**src/hdl/mfrud_pkg.sv**
```systemverilog
package mfrud_pkg;

  localparam int unsigned NUM_REGS  = 32;
  localparam int unsigned REG_IDX_W = 5;
  localparam int unsigned WORD_W    = 32;

  localparam logic [WORD_W-1:0] RESET_START = 32'h0040_0000;

  // tuser selector on the input channel
  localparam logic FUNC_LOAD   = 1'b0;
  localparam logic FUNC_DECODE = 1'b1;

  // primary opcodes
  localparam logic [5:0] OP_SPECIAL = 6'h00;
  localparam logic [5:0] OP_REGIMM  = 6'h01;
  localparam logic [5:0] OP_J       = 6'h02;
  localparam logic [5:0] OP_JAL     = 6'h03;
  localparam logic [5:0] OP_BEQ     = 6'h04;
  localparam logic [5:0] OP_BNE     = 6'h05;
  localparam logic [5:0] OP_BLEZ    = 6'h06;
  localparam logic [5:0] OP_BGTZ    = 6'h07;
  localparam logic [5:0] OP_ADDI    = 6'h08;
  localparam logic [5:0] OP_ADDIU   = 6'h09;
  localparam logic [5:0] OP_SLTI    = 6'h0A;
  localparam logic [5:0] OP_SLTIU   = 6'h0B;
  localparam logic [5:0] OP_ORI     = 6'h0D;
  localparam logic [5:0] OP_XORI    = 6'h0E;
  localparam logic [5:0] OP_LUI     = 6'h0F;
  localparam logic [5:0] OP_SPECIAL2 = 6'h1C;
  localparam logic [5:0] OP_LB      = 6'h20;
  localparam logic [5:0] OP_LW      = 6'h23;
  localparam logic [5:0] OP_LHU     = 6'h25;
  localparam logic [5:0] OP_SB      = 6'h28;
  localparam logic [5:0] OP_SW      = 6'h2B;

  // funct codes
  localparam logic [5:0] FN_JR      = 6'h08;
  localparam logic [5:0] FN_JALR    = 6'h09;
  localparam logic [5:0] FN_SYSCALL = 6'h0C;
  localparam logic [5:0] FN_MUL     = 6'h02;

  // REGIMM rt codes
  localparam logic [4:0] RT_BLTZ = 5'h00;
  localparam logic [4:0] RT_BGEZ = 5'h01;

  // low 11 bits of three-register ALU ops
  localparam logic [10:0] ALU_LOW_MIN = 11'h021;
  localparam logic [10:0] ALU_LOW_MAX = 11'h027;
  localparam logic [10:0] ALU_SLT     = 11'h02A;
  localparam logic [10:0] ALU_SLTU    = 11'h02B;

  localparam logic [4:0] REG_RA = 5'd31;

  typedef struct packed {
    logic [WORD_W-1:0] write_mask;
    logic [WORD_W-1:0] read_mask;
    logic [WORD_W-1:0] next_address;
    logic              next_valid;
    logic [WORD_W-1:0] target_address;
    logic              target_valid;
    logic              ends_block;
    logic [WORD_W-1:0] instr_address;
  } result_t;

  function automatic logic [WORD_W-1:0] reg_bit(input logic [REG_IDX_W-1:0] r);
    return {{(WORD_W-1){1'b0}}, 1'b1} << r;
  endfunction

endpackage

```
**src/hdl/mips_flow_and_register_use_decoder_top.sv**
```systemverilog
// MIPS32 control-flow and register-use decoder.
//
// Input channel (in_*): one transaction per item. in_tuser = 0 loads one entry
// of the 32-entry register value table (used as jr/jalr targets); in_tuser = 1
// decodes one instruction at the current address, which then advances by 4.
// Output channel (out_*): one transaction per decoded instruction, none for
// table loads. Each result carries the instruction address, block-end flag,
// target and fall-through leaders and the read/write register masks.
// cfg_we/cfg_wdata loads the start address into the address counter; write
// it only while no items are in flight.
// Pipeline: input register, then decode logic, then output register. A decode
// result is registered into out_* as its item leaves the input register; one
// item per cycle is sustained while out_tready stays high.
// Table writes and address updates take effect as an item leaves the input
// register, so program order holds across both item kinds.
// Reset: address counter = 0x0040_0000, table all zero, both stages empty.
// When out_tready is low the output register holds its result, the input
// register fills behind it and in_tready drops only once both are occupied.
module mips_flow_and_register_use_decoder_top
  import mfrud_pkg::*;
(
  input  logic         clk,
  input  logic         rst_n,
  input  logic         in_tvalid,
  output logic         in_tready,
  // [4:0] reg_index, [36:5] reg_value, [68:37] instruction_word, [71:69] zero
  input  logic [71:0]  in_tdata,
  // [0] func
  input  logic         in_tuser,
  output logic         out_tvalid,
  input  logic         out_tready,
  // [31:0] instr_address, [32] ends_block, [33] target_valid,
  // [65:34] target_address, [66] next_valid, [98:67] next_address,
  // [130:99] read_mask, [162:131] write_mask, [167:163] zero
  output logic [167:0] out_tdata,
  input  logic         cfg_we,
  input  logic [31:0]  cfg_wdata
);

  // input stage
  logic                 s1_valid_r;
  logic                 s1_func_r;
  logic [REG_IDX_W-1:0] s1_idx_r;
  logic [WORD_W-1:0]    s1_val_r;
  logic [WORD_W-1:0]    s1_word_r;
  logic                 s1_adv;

  // architectural state
  logic [WORD_W-1:0]    position_r;
  logic [WORD_W-1:0]    position_nxt;
  logic [WORD_W-1:0]    table_r [NUM_REGS];

  // output stage
  logic                 out_valid_r;
  result_t              res_r;
  result_t              res_nxt;

  logic                 s1_ready;

  assign s1_ready  = !out_valid_r || out_tready;
  assign s1_adv    = s1_valid_r && s1_ready;
  assign in_tready = !s1_valid_r || s1_ready;

  always_ff @(posedge clk) begin
    if (!rst_n) begin
      s1_valid_r <= 1'b0;
    end else if (in_tready) begin
      s1_valid_r <= in_tvalid;
    end
  end

  always_ff @(posedge clk) begin
    if (in_tvalid && in_tready) begin
      s1_func_r <= in_tuser;
      s1_idx_r  <= in_tdata[4:0];
      s1_val_r  <= in_tdata[36:5];
      s1_word_r <= in_tdata[68:37];
    end
  end

  // decode
  logic [5:0]        op;
  logic [5:0]        funct;
  logic [4:0]        rs;
  logic [4:0]        rt;
  logic [4:0]        rd;
  logic [10:0]       low11;
  logic [WORD_W-1:0] pc_plus4;
  logic [WORD_W-1:0] br_off;
  logic              cond;

  always_comb begin
    op       = s1_word_r[31:26];
    rs       = s1_word_r[25:21];
    rt       = s1_word_r[20:16];
    rd       = s1_word_r[15:11];
    funct    = s1_word_r[5:0];
    low11    = s1_word_r[10:0];
    pc_plus4 = position_r + WORD_W'(4);
    br_off   = {{14{s1_word_r[15]}}, s1_word_r[15:0], 2'b00};
    cond     = 1'b0;

    res_nxt                = '0;
    res_nxt.instr_address  = position_r;
    res_nxt.next_address   = pc_plus4;

    unique case (op) inside
      OP_BEQ, OP_BNE: begin
        cond              = 1'b1;
        res_nxt.read_mask = reg_bit(rs) | reg_bit(rt);
      end
      OP_BLEZ, OP_BGTZ: begin
        cond              = 1'b1;
        res_nxt.read_mask = reg_bit(rs);
      end
      OP_REGIMM: begin
        if (rt == RT_BLTZ || rt == RT_BGEZ) begin
          cond              = 1'b1;
          res_nxt.read_mask = reg_bit(rs);
        end
      end
      OP_J, OP_JAL: begin
        res_nxt.ends_block     = 1'b1;
        res_nxt.target_valid   = 1'b1;
        res_nxt.target_address = {pc_plus4[31:28], s1_word_r[25:0], 2'b00};
        if (op == OP_JAL) begin
          res_nxt.next_valid = 1'b1;
          res_nxt.write_mask = reg_bit(REG_RA);
        end
      end
      OP_SPECIAL: begin
        if (funct == FN_JR || funct == FN_JALR) begin
          res_nxt.ends_block     = 1'b1;
          res_nxt.target_valid   = 1'b1;
          res_nxt.target_address = table_r[rs];
          res_nxt.read_mask      = reg_bit(rs);
          if (funct == FN_JALR) begin
            res_nxt.next_valid = 1'b1;
            res_nxt.write_mask = reg_bit(rd);
          end
        end else if (funct == FN_SYSCALL) begin
          res_nxt.ends_block = 1'b1;
          res_nxt.next_valid = 1'b1;
        end else if ((low11 >= ALU_LOW_MIN && low11 <= ALU_LOW_MAX) ||
                     low11 == ALU_SLT || low11 == ALU_SLTU) begin
          res_nxt.read_mask  = reg_bit(rs) | reg_bit(rt);
          res_nxt.write_mask = reg_bit(rd);
        end
      end
      OP_ADDI, OP_ADDIU, OP_SLTI, OP_SLTIU, OP_ORI, OP_XORI,
      OP_LB, OP_LW, OP_LHU: begin
        res_nxt.read_mask  = reg_bit(rs);
        res_nxt.write_mask = reg_bit(rt);
      end
      OP_LUI: begin
        res_nxt.write_mask = reg_bit(rt);
      end
      OP_SPECIAL2: begin
        if (funct == FN_MUL) begin
          res_nxt.read_mask  = reg_bit(rs) | reg_bit(rt);
          res_nxt.write_mask = reg_bit(rd);
        end
      end
      OP_SB, OP_SW: begin
        res_nxt.read_mask = reg_bit(rs) | reg_bit(rt);
      end
      default: begin
      end
    endcase

    if (cond) begin
      res_nxt.ends_block     = 1'b1;
      res_nxt.target_valid   = 1'b1;
      res_nxt.next_valid     = 1'b1;
      res_nxt.target_address = pc_plus4 + br_off;
    end
  end

  // address counter: config load, else advance per decoded instruction
  always_comb begin
    position_nxt = position_r;
    if (cfg_we) begin
      position_nxt = cfg_wdata;
    end else if (s1_adv && s1_func_r == FUNC_DECODE) begin
      position_nxt = pc_plus4;
    end
  end

  always_ff @(posedge clk) begin
    if (!rst_n) begin
      position_r <= RESET_START;
    end else begin
      position_r <= position_nxt;
    end
  end

  // register value table; entry 0 stays zero
  always_ff @(posedge clk) begin
    if (!rst_n) begin
      for (int i = 0; i < NUM_REGS; i++) begin
        table_r[i] <= '0;
      end
    end else if (s1_adv && s1_func_r == FUNC_LOAD && s1_idx_r != '0) begin
      table_r[s1_idx_r] <= s1_val_r;
    end
  end

  // output register
  always_ff @(posedge clk) begin
    if (!rst_n) begin
      out_valid_r <= 1'b0;
    end else if (s1_ready) begin
      out_valid_r <= s1_valid_r && s1_func_r == FUNC_DECODE;
    end
  end

  always_ff @(posedge clk) begin
    if (s1_adv && s1_func_r == FUNC_DECODE) begin
      res_r <= res_nxt;
    end
  end

  assign out_tvalid = out_valid_r;
  assign out_tdata  = {5'b0, res_r};

  // ---------------------------------------------------------------------------
  // assertions

  // input stalls only when both stages hold data and the sink is stalled
  a_stall_cause: assert property (@(posedge clk) disable iff (!rst_n)
    !in_tready |-> (s1_valid_r && out_valid_r && !out_tready))
    else $error("input stalled without a full pipeline");

  // a target is only reported for an instruction that ends a block
  a_target_ends: assert property (@(posedge clk) disable iff (!rst_n)
    out_tvalid |-> (!res_r.target_valid || res_r.ends_block))
    else $error("target leader without block end");

  // fall-through address always follows the instruction address
  a_next_addr: assert property (@(posedge clk) disable iff (!rst_n)
    out_tvalid |-> (res_r.next_address == res_r.instr_address + WORD_W'(4)))
    else $error("next_address mismatch");

  // address counter moves by 4 per decoded instruction leaving the input stage
  a_pos_step: assert property (@(posedge clk) disable iff (!rst_n)
    (s1_adv && s1_func_r == FUNC_DECODE && !cfg_we) |=>
      (position_r == $past(position_r) + WORD_W'(4)))
    else $error("address counter did not advance");

  // entry 0 of the table reads zero
  a_r0_zero: assert property (@(posedge clk) disable iff (!rst_n)
    table_r[0] == '0)
    else $error("table entry 0 not zero");

endmodule

```
**config.mk**
```make
export PLATFORM = sky130hd
export DESIGN_NAME = mips_flow_and_register_use_decoder_top
export DESIGN_NICKNAME = d
export VERILOG_FILES = /design/src/hdl/mfrud_pkg.sv /design/src/hdl/mips_flow_and_register_use_decoder_top.sv
export SDC_FILE = /design/constraint.sdc
export NUM_CORES = 2
export LEC_CHECK = 0
export ABC_CLOCK_PERIOD_IN_PS = 8790
export BUFFER_PORTS_ARGS = -buffer_cell sky130_fd_sc_hd__buf_2
export CORE_MARGIN = 2
export CORE_UTILIZATION = 55
export CTS_BUF_LIST = sky130_fd_sc_hd__clkbuf_4
export CTS_CLUSTER_SIZE = 28
export DETAILED_ROUTE_END_ITERATION = 10
export PLACE_DENSITY = 0.82
export RECOVER_POWER = 50
export SKIP_CTS_REPAIR_TIMING = 1
export SYNTH_ARGS = -nofsm -noshare
export SYNTH_HDL_FRONTEND = slang
export SYNTH_SLANG_ARGS = --single-unit
```
**constraint.sdc**
```tcl
create_clock -name clk -period 8.79 [get_ports clk]
set_input_delay 0 -clock clk [delete_from_list [all_inputs] [get_ports clk]]
set_output_delay 0 -clock clk [all_outputs]
set_load 0.05 [all_outputs]
```
==> results.py <==
metrics = {
    "timing": {
        "finalMaxSlewViolations": 253,
        "hold_viol_final": 0,
        "finClkSkew_ns": 0.0811,
        "timing.fmax_ghz": 0.167,
        "fin_crit_ns": 5.99,
        "slew_headroom_pct": -200,
        "rsz0062_at_grt": "false",
        "fin_setup_tns_ns": 0,
        "whs_ns": 0.0180,
        "period_share_pct": 68.1,
        "worstMarginPinSlew_ns": 4.50,
        "setup_viol": 0,
    },
    "power_and_ir_drop": {
        "power_density_mw_per_mm2": 199,
        "vdd_drop_max_uv": 116,
        "swShare_pct": 24.4,
        "p_switching_mw": 3.30,
        "pwr-share-clk_pct": 37.7,
        "p_int_mw": 10.2,
        "p_comb_share_pct": 9.0,
        "p_leak_nw": 24.4,
        "seqPwrFrac_pct": 53.2,
    },
    "clocking": {
        "worstSkewPairLatency_ns": 1.22,
        "clockBufferDepth": 4,
        "cts_root_buf": "clkbuf_4",
        "cts_buffers": 341,
        "path_clk_slew_ns": 0.07,
        "cts_tree": "yes",
        "cts.htree.levels": 5,
        "clock_sinks": 1294,
    },
    "synthesis": {
        "yosys_warnings": 0,
        "syn_inst": 3813,
        "syn_area_mm2": 0.0587,
        "async_flop_share_pct": 0,
        "dominantRegCellSynth": "edfxtp_1",
        "synth-seq-cells": 1294,
        "synth_edf_count": 1255,
        "avgSynthCellArea_um2": 15.4,
        "seq_area_frac_synth_pct": 65.5,
        "synth_cell_type_count": 81,
    },
    "min_path": {
        "hold_path_depth": 3,
        "hold_class": "primary input to flip-flop",
    },
    "worst_setup_path": {
        "worst_ep_required_time_ns": 9.60,
        "worstPathCellList": "dlygate4sd3_1 > clkbuf_1 > nand4b_1 > nor2_1 > nand3_1 > o21ai_4 > buf_4",
        "ff2ff_setup_slack_ns": 3.11,
        "r2r_cells": 5,
        "cpLargestDelayFamily": "buffers and inverters",
        "path_max_fanout": 34,
        "crit_buf_inv": 3,
        "cp_num_cells": 7,
        "critical_path_arrival_ns": 6.80,
        "cp-end-kind": "flip-flop",
        "crit_path_start_kind": "primary input",
        "critical_path_class": "primary input to flip-flop",
        "cpPeakStageDelay_ns": 2.46,
        "slowest_stage": "clkbuf_1",
    },
    "grt": {
        "grt_pass1_wl_um": 223000,
        "first_global_vias": 35900,
        "antenna_found_initial": 5,
        "grt_start_max_net_pins": 123,
        "grt-ovfl-total": 0,
        "grt_use_total_pct": 28.1,
    },
    "floorplanning": {
        "num_io_pins": 280,
        "die_w_um": 331,
        "die_y_um": 331,
        "start_util_pct": 55.6,
        "die-area_mm2": 0.109,
        "core_area_mm2": 0.106,
        "rows": 119,
    },
    "detailed_routing": {
        "via_per_inst": 6.07,
        "num_vias": 36700,
        "wl_per_cell_um": 26.3,
        "drc": 1,
        "drt_wl_total_um": 158000,
        "first_pass_iters": 9,
        "drtIter0Drc": 4510,
        "final_antenna_net_count": 0,
    },
    "placement": {
        "io_buffers": 271,
        "detailed_place_hpwl_um": 88800,
        "routabilityCongestion": 0.916,
    },
    "status": {
        "status": "finished, violations left",
        "violations": "DRC, capacitance limit, slew limit",
    },
    "job": {
        "maxCapViolations": 5,
    },
    "cells_and_area": {
        "area_growth_pct": 15.6,
        "final_common_cell": "edfxtp_1",
        "seq_area_mm2": 0.0385,
        "num-nets-final": 4577,
        "multi_input_area_mm2": 0.0194,
        "layout-drive-gt1-share_pct": 22.5,
        "fill_cells": 7261,
        "mostFrequentLayoutCells": "edfxtp_1 (1255), and2_1 (945), clkbuf_4 (477)",
    },
}
[worst paths after layout]
| check | from | endpoint |
|---|---|---|
| worst min register to register | position_r[0] | out_tdata[67] |
| worst max-delay path | rst_n | table_r[30][8] |
| worst min-delay path | in_tdata[3] | s1_idx_r[3] |
| worst max register to register | out_tvalid | out_tdata[99] |
[kinds of logic after synthesis]
logic type               synth area share [%]
buffers and inverters                    2.35
adder cells (fa/ha/maj)                 0.674
XOR/XNOR                                 1.10
AND/OR/NAND/NOR                          13.9
flip-flops                               65.5
multiplexers                             13.1
AO/OA/AOI/OAI                            3.32
other                                 0.00639
[final cells by class]
type                            instances  share of cell area (%)
Clock buffer                          477                    5.28
Tap cell                             1391                    2.57
Inverter                               19                   0.114
Multi-Input combinational cell       2209                    28.7
Clock inverter                         69                   0.670
Timing Repair Buffer                  571                    5.95
Antenna cell                            5                  0.0184
Sequential cell                      1294                    56.7
[synthesized netlist by cell type (all sizes together) (9+ instances only)]
cell / count / share of area (%)
and3: 10 / 0.11
dfxtp: 39 / 1.3
a22oi: 41 / 0.52
or3: 13 / 0.14
nor3: 18 / 0.19
o22ai: 28 / 0.30
a21oi: 76 / 0.65
edfxtp: 1255 / 64
clkbuf: 270 / 1.7
mux4: 320 / 12
xor2: 41 / 0.61
mux2i: 39 / 0.67
xnor2: 33 / 0.49
nand2b: 9 / 0.096
nand2: 72 / 0.46
nand4: 14 / 0.15
nand3: 27 / 0.25
buf: 57 / 0.50
and2: 1004 / 11
inv: 18 / 0.12
ha: 30 / 0.64
nor2b: 18 / 0.19
o21ai: 83 / 0.71
nor2: 172 / 1.1
a21o: 12 / 0.15
[metrics by stage]
stage	total power [mW]	cell area [µm²]	worst slack (ns)	instances	utilization [%]
2_1_floorplan	8.01	58800	2.38	3849	-
3_3_place_gp	8.39	61700	3.97	5237	58.4
3_5_place_dp	8.42	61700	3.88	5237	58.4
4_1_cts	13.4	65700	3.85	5783	62.3
5_1_grt	13.9	67800	2.56	6035	64.3
6_report	13.5	67800	2.80	6035	64.3
[sequential cells by signal, summed over array words and instances, names as in the netlist, named ones only]
signal	count
out_tdata	161
out_tvalid	1
position_r	32
s1_func_r	1
s1_idx_r	5
s1_val_r	32
s1_valid_r	1
s1_word_r	32
table_r	1024
[layer usage]
layer  share of wire [%]  vias to the layer above  track usage [%]
met2                  49                     2539             45.6
li1                    -                    15600                -
met4                 3.3                        0             11.7
met1                  35                    18200             36.0
met3                  12                      378             7.85
met5                   0                        -                0
[power by group through the flow]
stage / combinational (mW) / clock (mW) / sequential, mW
finish: 1.22 / 5.10 / 7.19
detailed placement: 1.12 / 0 / 7.31
global placement: 1.10 / 0 / 7.29
global route: 1.27 / 5.44 / 7.21
CTS: 1.12 / 5.12 / 7.18
floorplan: 0.757 / 0 / 7.25
[worst register-to-register path: stages (launching register included)]
cell and delay, ns:
dfxtp_1 0.32, nand2b_1 0.11, nand3_1 0.08, clkbuf_1 0.47
inv_6 0.85, clkbuf_1 3.25
(Power assumes the default switching activity.)
